$ cat src/hw/rtl/nfca_pkg.sv
package nfca_pkg;

  localparam int ZONE_GRANULES   = 65536;
  localparam int HEADER_GRANULES = 4;
  localparam int SPLIT_MIN_BYTES = 64;
  localparam int GUARD_BYTES     = 4;

  localparam int IDX_W = $clog2(ZONE_GRANULES);
  localparam int POS_W = IDX_W + 1;
  localparam int LEN_W = POS_W;
  localparam int REQ_W = 19;
  localparam int LAP_W = POS_W + 1;

  localparam logic [POS_W-1:0] END_CAP = POS_W'(ZONE_GRANULES);
  localparam logic [LEN_W-1:0] SPLIT_MIN_GRAN = LEN_W'(SPLIT_MIN_BYTES / 8);
  localparam logic [REQ_W:0] NEED_BIAS = (REQ_W+1)'(HEADER_GRANULES * 8 + GUARD_BYTES + 7);
  localparam logic [LAP_W-1:0] LAP_LIMIT = LAP_W'(ZONE_GRANULES + 2);

  localparam logic KIND_ALLOC = 1'b0;
  localparam logic KIND_FREE  = 1'b1;

  typedef enum logic [1:0] {
    ST_OK           = 2'd0,
    ST_NO_SPACE     = 2'd1,
    ST_NOT_START    = 2'd2,
    ST_ALREADY_FREE = 2'd3
  } status_t;

  typedef enum logic {
    ALU_ADD,
    ALU_SUB
  } alu_op_t;

  typedef enum logic [5:0] {
    S_CLEAR, S_IDLE,
    S_A_RD0, S_A_INIT, S_A_STEP, S_A_RD, S_A_CHK,
    S_A_FOUND, S_A_TAIL, S_A_AFTER, S_A_WT, S_A_WA, S_A_WC, S_A_RV,
    S_F_RD, S_F_CHK, S_F_CLR, S_F_PRD, S_F_PCK, S_F_PAF, S_F_PSUM,
    S_F_PW1, S_F_PW2, S_F_PW3, S_F_NX, S_F_NRD, S_F_NCK, S_F_NAF,
    S_F_NSUM, S_F_NW1, S_F_NW2, S_F_NW3
  } state_t;

  typedef struct packed {
    logic [IDX_W-1:0] addr;
    logic             we_len;
    logic             we_prev;
    logic             we_use;
    logic             we_mark;
    logic [LEN_W-1:0] len;
    logic [POS_W-1:0] prev;
    logic             use_bit;
    logic             mark;
  } mem_req_t;

  typedef struct packed {
    logic [LEN_W-1:0] len;
    logic [POS_W-1:0] prev;
    logic             use_bit;
    logic             mark;
  } mem_rd_t;

  function automatic logic [POS_W-1:0] clamp_pos(input logic [POS_W:0] v);
    logic [POS_W-1:0] r;
    if (v > {1'b0, END_CAP}) begin
      r = END_CAP;
    end else begin
      r = v[POS_W-1:0];
    end
    return r;
  endfunction

endpackage

$ cat src/hw/rtl/nfca_alu.sv
module nfca_alu (
  input  logic [nfca_pkg::POS_W-1:0] a,
  input  logic [nfca_pkg::POS_W-1:0] b,
  input  nfca_pkg::alu_op_t          op,
  output logic [nfca_pkg::POS_W:0]   y,
  output logic [nfca_pkg::POS_W-1:0] y_clamp
);

  always_comb begin
    if (op == nfca_pkg::ALU_SUB) begin
      y = {1'b0, a} - {1'b0, b};
    end else begin
      y = {1'b0, a} + {1'b0, b};
    end
    y_clamp = nfca_pkg::clamp_pos(y);
  end

endmodule

$ cat config.mk
export PLATFORM = sky130hd
export DESIGN_NAME = nfca_alu
export DESIGN_NICKNAME = d
export VERILOG_FILES = /design/src/hw/rtl/nfca_pkg.sv /design/src/hw/rtl/nfca_alu.sv
export SDC_FILE = /design/constraint.sdc
export NUM_CORES = 1
export LEC_CHECK = 0
export ABC_AREA = 1
export BUFFER_PORTS_ARGS = -buffer_cell sky130_fd_sc_hd__buf_4
export CORE_ASPECT_RATIO = 0.6
export CORE_MARGIN = 2
export CORE_UTILIZATION = 57
export DETAILED_ROUTE_END_ITERATION = 7
export MAX_ROUTING_LAYER = met4
export PLACE_DENSITY_LB_ADDON = 0.1
export SYNTH_ARGS = -nofsm -noshare
export SYNTH_HDL_FRONTEND = slang
export SYNTH_SLANG_ARGS = --single-unit
$ cat constraint.sdc
create_clock -name vclk -period 7.3
set_input_delay 1.095 -clock vclk [all_inputs]
set_output_delay 1.095 -clock vclk [all_outputs]
set_load 0.01 [all_outputs]
# [Yosys cells after proc, flatten, opt, wreduce, memory -nomap -nowiden]
# Cells that the tools add are included.
[word_totals] register_bits=0 inputBits=35 out_inout_bits=35 elab_cells=5
[op_classes] n_addsub=2 order_cmp=1 muxes=2
[ops] op="adder 17 x 17 -> 18 bit" n=1
[ops] op="> comparator 18 x 17 -> 1 bit (second input constant)" n=1
[ops] op="two-way mux 18 bit" n=1
[ops] op="subtractor 17 x 17 -> 18 bit" n=1
[ops] op="two-way mux 17 bit" n=1

# [Logic depth before layout (Yosys ltp)]
# Gate-level depths: netlist of the first run.
[depth] depth_word=4 mapped_depth=26 ltp_nobuf=25

# [Least setup slack after synthesis of the first run]
# Ideal clock, no wire load.
[synth_timing] path_kind="input -> output" startpoint="input port b[0] (netlist bit)" endpoint="output port y_clamp[10] (netlist bit)" arrival_ns=3.591 required_time_ns=6.205 setup_slack_ns=2.614 stages=24 n_path_buf=1 path_cell_list="inv_1 -> ha_1 -> nand3_1 -> nor3_1 -> nand2_1 -> inv_1 -> and3_1 -> nor2_1 -> xor2_1 -> ha_1 -> nand2_1 -> inv_1 -> nand2_1 -> nand2_1 -> a21oi_1 -> nand3_1 -> nand2_2 -> nand2_1 -> nor2_1 -> nand3_1 -> nand2_2 -> nand2_4 -> buf_8 -> nor2_2"
[synth_between] elab_chain_cells=4 word_cells_on_any_way=5 cone_classes="add/sub (2); order compare (1); mux (2)"
[synth_rtl] item="start: declaration" line_no="nfca_alu.sv:3" source="input logic [nfca_pkg::POS_W-1:0] b,"
[synth_rtl] item="adder 17 x 17 -> 18 bit or subtractor 17 x 17 -> 18 bit (tied branches)" line_no="nfca_alu.sv:13, nfca_alu.sv:11"
[synth_rtl] item="two-way mux 18 bit (*)" line_no="nfca_alu.sv:10" source="if (op == nfca_pkg::ALU_SUB) begin"
[synth_rtl] item="> comparator 18 x 17 -> 1 bit" line_no="nfca_pkg.sv:64" source="if (v > {1'b0, END_CAP}) begin"
[synth_rtl] item="two-way mux 17 bit (*)" line_no="nfca_pkg.sv:64"
[synth_rtl] item="end: declaration" line_no="nfca_alu.sv:6" source="output logic [nfca_pkg::POS_W-1:0] y_clamp"
# Every way passes the cells marked *; elsewhere a longest branch is shown, timed or not.

# [Final worst setup path of the first run]
[layout_timing] startpoint="input port b[0] (netlist bit)" endpoint="output port y_clamp[4] (netlist bit)"
# The elaborated chain is that of the path after synthesis.

==> results of run 1 <==
==> cell families (layout without fill, tap and decap cells) <==
| logic type | after synthesis | count (layout) | share of synthesized area (%) |
|---|---|---|---|
| XOR/XNOR | 18 | 18 | 8.660 |
| adder cells (fa/ha/maj) | 19 | 19 | 13.47 |
| AO/OA/AOI/OAI | 20 | 20 | 5.773 |
| AND/OR/NAND/NOR | 210 | 210 | 50.79 |
| buffers and inverters | 100 | 167 | 21.31 |
==> area by class of cell <==
class,instances,area [sq um],share of cell area [%]
tap,42,52.55,2.213
timing repair buffer,70,525.5,22.13
multi-input combinational,267,1433,60.33
inverter,97,364.1,15.33
==> report_power, final <==
group          internal, mW  switching (mW)
clock                     0               0
combinational         0.144           0.196
sequential                0               0
==> per-stage QoR <==
stage / utilization, % / cell area [sq um] / hold WS (ns)
finish: 80.59 / 2375 / 2.625
global route: 80.59 / 2375 / 2.655
CTS: 80.59 / 2375 / 2.621
detailed placement: 80.59 / 2375 / 2.614
global placement: 80.59 / 2375 / 2.624
floorplan: - / 1821 / 2.366
==> layer usage <==
layer | track usage, % | vias to the layer above | share of wire (%) | routed length [um]
li1 | - | 1228 | - | -
met1 | 36.19 | 965 | 49 | 2347
met2 | 44.56 | 119 | 41 | 1943
met3 | 2.642 | 2 | 10 | 482
met4 | 2.182 | 0 | 0.10 | 5
met5 | - | - | 0 | 0
==> path summary, 6_finish.rpt <==
check                 startpoint          to  slack [ns]  cells after the start
worst max-delay path        b[0]  y_clamp[4]        2.11                     26
worst min-delay path        b[0]  y_clamp[0]        2.62                      4
==> layout by cell type, fill, tap and decap left out <==
master / n
nand3_2: 2
nand3_1: 23
buf_4: 70
o31ai_1: 1
or2_2: 1
nand2_2: 8
nor2_1: 33
xnor2_1: 5
ha_1: 18
nand3b_1: 2
and2_1: 2
or2_0: 1
xor2_1: 13
and3_1: 1
a21oi_1: 12
inv_2: 2
nand2_4: 1
o21ai_0: 5
nor2_2: 12
nand4_1: 4
nor3_1: 6
a31oi_1: 2
nand2_1: 114
fa_1: 1
inv_1: 95
==> worst max-delay path, delay by kind of cell <==
family                   cells  cell delay (ns)
buffers and inverters        5             0.45
XOR/XNOR                     1             0.13
AND/OR/NAND/NOR             17             1.81
adder cells (fa/ha/maj)      2             0.50
AO/OA/AOI/OAI                1             0.09
==> impl_summary.log, run 1 <==
[metrics] result of the run: finished clean
[metrics] Max rail drop VDD: between 0.08 and 0.09 mV
[metrics] cell taking the most area after synthesis: nand2_1
[metrics] CP Class: in -> out
[metrics] final cell count without fillers: 476
[metrics] CP most frequent cell: nand2_1
[metrics] mean number of vias per cell: 4.861
[metrics] leakage dissipation: 1.577 nW
[metrics] number of sequential cells in the layout: 0
[metrics] Iter 0 DRT Violations: 147
[metrics] number of fill cells in the layout: ~260
[metrics] Post-DRT Antenna Nets: 0
[metrics] Routed WL per cell: about 10 um
[metrics] normalized max-slew margin: 65.90%
[metrics] RSZ-0062 raised after global routing: false
[metrics] pre-CTS setup slack: 2.127 ns
[metrics] cell with the most instances after synthesis: nand2_1
[metrics] PostCTS Resize Cnt: 0
[metrics] Total Neg Setup Slack: 0 ns
[metrics] post-route setup slack: 2.111 ns
[metrics] total power divided by cell area: around 140 mW/mm^2
[metrics] DRC viols: 0
[metrics] maximum number of pins on one net before global-route repair: 16
[metrics] syn_nets: 421
[metrics] antenna violations before repair: 0
[metrics] synth cell count leaders: nand2_1, inv_1, nor2_1, nand3_1, ha_1
[metrics] routability-driven placement congestion ratio: about 0.86
[metrics] synthesized instance count: 367
[metrics] vias in the first global route: about 1.9k
[metrics] # hold bufs at CTS: 0
[metrics] share of layout cells above drive strength 1: 22.12%
[metrics] first-pass GRT wire length: 7.783 mm
[metrics] floorplan die area: 0.003677 sq mm
[metrics] highest-delay cell along the critical path: ha_1
[metrics] Design Power: between 0.3 and 0.4 mW
[metrics] class of the tightest hold or removal check: in -> out
[metrics] floorplan die height: 47.78 um
[metrics] total setup buffers inserted after CTS: 0
[metrics] sum of net half-perimeters after detailed placement: 4.304 mm
[metrics] portion of the clock cycle consumed by the worst path in the final layout: 71.08%
[metrics] FF/Latch Area: 0 sq um
[metrics] Cell Area, Synth: 0.001820 sq mm
[metrics] endpoint arrival time on the critical path: ~4 ns
[metrics] post-synthesis average cell area: approximately 5.0 sq um
[metrics] fin. max-slew vios: 0
[metrics] Seq/Total Area, Yosys: 0%
[metrics] Port Buf Inserts: 70
[metrics] number of detailed-routing iterations run before antenna repair: 4
[metrics] final critical path time including I/O delays and setup: between 5 and 6 ns
[metrics] Worst path max stage delay: between 0.3 and 0.4 ns
[metrics] placed cells: ~480
[metrics] count of cell types in the netlist: 27
[metrics] setup-violating endpoint count in the final report: 0
[metrics] total overflow reported by the global router: 0
[metrics] starting density of the core: 61.78%
[metrics] number of nets in the layout: between 400 and 500
[metrics] DR vias: ~2.3k
[metrics] # diodes: 0
[metrics] Top Ports: 70
[metrics] Critical Path Source Type: input port
[metrics] upper clock frequency limit: 192.7 MHz
[metrics] top cells by area, synth: nand2_1, inv_1, ha_1
[metrics] capturing element type of the critical path: primary output
[metrics] Worst Max-Slew Pin Slew: 0.5062 ns
[metrics] final hold vios: 0
[metrics] core region area: 0.002947 sq mm
[metrics] routed wire length: around 4.8 mm
[metrics] clock buffer count: 0
[metrics] Synth Warn #: 0
[metrics] area fraction of the dominant cell type after synthesis: 23.51%
[metrics] aggregate global-route resource usage: a little over a quarter
[metrics] layout-stage area growth over the synthesis result: 30.45%
[metrics] die width: about 77 um
[metrics] std cell rows: 15
[metrics] maximum fanout encountered on the critical timing path: 15
[metrics] number of max-cap violations: 0
[metrics] required time reported for the critical path endpoint: 6.20 ns
Power figures use the tool's default switching activity.
==> inputs of run 2 (changes only) <==
Settings changed: CORE_UTILIZATION 57 to 53.
Clock period 7.3 ns to 5.4 ns, I/O delays scaled along.
==> run 2 against run 1 <==
Against the previous run:
- die area grew 7.0%
- setup slack lost 1.4 ns
- worst hold slack lost 0.58 ns
- combinational power grew 34%
- total power grew 34%
- critical path type unchanged
==> impl_summary.log, run 2 (synthesis gave the netlist of run 1 again) <==
[metrics] worst hold start: b[0] (unchanged)
[metrics] # diodes: 0 (unchanged)
[metrics] antenna violations before repair: 0 (unchanged)
[metrics] number of max-cap violations: 0 (unchanged)
[metrics] capturing element type of the critical path: primary output (unchanged)
[metrics] Port Buf Inserts: 70 (unchanged)
[metrics] PostCTS Resize Cnt: 0 (unchanged)
[metrics] # hold bufs at CTS: 0 (unchanged)
[metrics] class of the tightest hold or removal check: in -> out (unchanged)
[metrics] floorplan die height: 49.40 um (was 47.78 um)
[metrics] RSZ-0062 raised after global routing: false (unchanged)
[metrics] FF/Latch Area: 0 sq um (unchanged)
[metrics] starting density of the core: 55.79% (was 61.78%)
[metrics] maximum number of pins on one net before global-route repair: 16 (unchanged)
[metrics] most used cells in the layout excluding fill and tap cells: nand2_1, inv_1, buf_4 (unchanged)
[metrics] Total Neg Setup Slack: 0 ns (unchanged)
[metrics] number of nets in the layout: 490 (unchanged)
[metrics] clock buffer count: 0 (unchanged)
[metrics] leading cell type in the layout, fill and taps excluded: nand2_1 (unchanged)
[metrics] portion of the clock cycle consumed by the worst path in the final layout: 85.99%
[metrics] routability-driven placement congestion ratio: 0.8771 (was 0.8608)
[metrics] layout-stage area growth over the synthesis result: 30.65% (was 30.45%)
[metrics] net switching power: 0.2614 mW (was 0.1963 mW)
[metrics] final critical path time including I/O delays and setup: 4.643 ns
[metrics] Hold Crit Depth: 4 (unchanged)
[metrics] normalized max-slew margin: 72.87% (was 65.90%)
[metrics] number of detailed-routing iterations run before antenna repair: 4 (unchanged)
[metrics] maximum fanout encountered on the critical timing path: 15 (unchanged)
[metrics] Post-DRT Antenna Nets: 0 (unchanged)
[metrics] total setup buffers inserted after CTS: 0 (unchanged)
[metrics] Sw Ratio: 57.32% (was 57.66%)
[metrics] fin. max-slew vios: 0 (unchanged)
[metrics] DRC viols: 0 (unchanged)
[metrics] std cell rows: 16 (was 15)
[metrics] final hold vios: 0 (unchanged)
[metrics] result of the run: finished clean (unchanged)
[metrics] first-pass GRT wire length: 8.038 mm (was 7.783 mm)
[metrics] floorplan die area: 0.003935 sq mm (was 0.003677 sq mm)
[metrics] vias in the first global route: 1881 (was 1854)
[metrics] Iter 0 DRT Violations: 167 (was 147)
[metrics] power share of the clock group: 0% (about the same)
[metrics] portion of total power attributed to sequential cells: 0% (about the same)
[metrics] share of layout cells above drive strength 1: 22.12% (unchanged)
[metrics] Worst Max-Slew Pin Slew: 0.4027 ns (was 0.5062 ns)
[metrics] CP Class: in -> out (unchanged)
[metrics] M1 GR Usage: 39.65% (was 36.19%)
[metrics] Pint: 0.1946 mW (was 0.1442 mW)
[metrics] DR vias: 2255 (was 2314)
[metrics] proportion of power drawn by combinational gates: 100.0% (about the same)
[metrics] upper clock frequency limit: 215.4 MHz
[metrics] required time reported for the critical path endpoint: 4.59 ns (was 6.20 ns)
[metrics] Critical Path Source Type: input port (unchanged)
[metrics] Post-Route Hold Slack: 2.041 ns (was 2.625 ns)
[metrics] mean number of vias per cell: 4.708 (was 4.861)
[metrics] aggregate global-route resource usage: 25.30% (was 26.35%)
[metrics] total power divided by cell area: 191.7 mW/mm^2 (was 143.4 mW/mm^2)
[metrics] endpoint arrival time on the critical path: 3.83 ns (was 4.09 ns)
[metrics] routed wire length: 4.677 mm (was 4.779 mm)
[metrics] die width: 79.66 um (was 76.96 um)
[metrics] number of sequential cells in the layout: 0 (unchanged)
[metrics] met3 Track Usage GR: 0.1852% (was 2.642%)
[metrics] terminating pin of the worst hold path: y_clamp[0] (unchanged)
[metrics] sum of net half-perimeters after detailed placement: 4.240 mm (was 4.304 mm)
[metrics] setup-violating endpoint count in the final report: 0 (unchanged)
[metrics] total overflow reported by the global router: 0 (unchanged)
[metrics] Max rail drop VDD: 0.1176 mV (was 0.08653 mV)
[metrics] met2 Resource Use GR: 38.38% (was 44.56%)
[metrics] Top Ports: 70 (unchanged)
[metrics] leakage dissipation: 1.577 nW (unchanged)
[metrics] Routed WL per cell: 9.764 um (was 10.04 um)
[metrics] core region area: 0.003263 sq mm (was 0.002947 sq mm)
[metrics] gr busiest metal: met1 (was met2)
-- run 2: per-stage QoR --
stage | total power, mW | util [%] | worst slack (ns) | cells | instance area, sq um
after floorplan | 0.2904 | - | 1.284 | 367 | 1821
after global placement | 0.4437 | 72.89 | 0.8044 | 479 | 2379
after detailed placement | 0.4537 | 72.89 | 0.7572 | 479 | 2379
after CTS | 0.4548 | 72.89 | 0.7472 | 479 | 2379
after global routing | 0.5140 | 72.89 | 0.3838 | 479 | 2379
final | 0.4560 | 72.89 | 0.7565 | 479 | 2379
-- run 2: worst max path at each step --
stage	depth (start not counted)	end	start
6_report	26	y_clamp[1]	b[0]
5_1_grt	26	y_clamp[1]	b[0]
2_1_floorplan	24	y_clamp[10]	b[0]
3_3_place_gp	26	y_clamp[0]	b[0]
4_1_cts	26	y_clamp[1]	b[0]
3_5_place_dp	26	y_clamp[1]	b[0]
-- run 2: final cells by class --
| type | instances | area [sq um] |
|---|---|---|
| fill | 317 | 884.6 |
| multi-input combinational | 267 | 1433 |
| tap | 45 | 56.30 |
| inverter | 97 | 364.1 |
| timing repair buffer | 70 | 525.5 |
-- run 2: metal layers --
metal	up-vias	wire length, um
met5	-	0
met4	0	0
met3	0	341
met2	81	1887
met1	947	2448
li1	1227	-
-- run 2: power by group through the flow --
stage / clock (mW) / combinational [mW] / sequential, mW
5_1_grt: 0 / 0.514 / 0
6_report: 0 / 0.456 / 0
3_3_place_gp: 0 / 0.444 / 0
3_5_place_dp: 0 / 0.454 / 0
4_1_cts: 0 / 0.455 / 0
2_1_floorplan: 0 / 0.290 / 0
-- run 2: worst max-delay path, stage by stage --
cell and delay (ns):
buf_4 0.12, inv_1 0.07, ha_1 0.17, nand3_1 0.10
nor3_1 0.17, nand2_1 0.10, inv_1 0.08, and3_1 0.16
a31oi_1 0.10, xor2_1 0.14, inv_1 0.06, ha_1 0.34
nand2_1 0.11, nor2_1 0.15, and2_1 0.15, nand2_2 0.06
nand2_1 0.06, nand2_1 0.04, nand2_1 0.12, nand2_1 0.06
nor2_1 0.08, nand3_1 0.08, nand2_2 0.09, nand2_4 0.13
nor2_1 0.14, buf_4 0.14
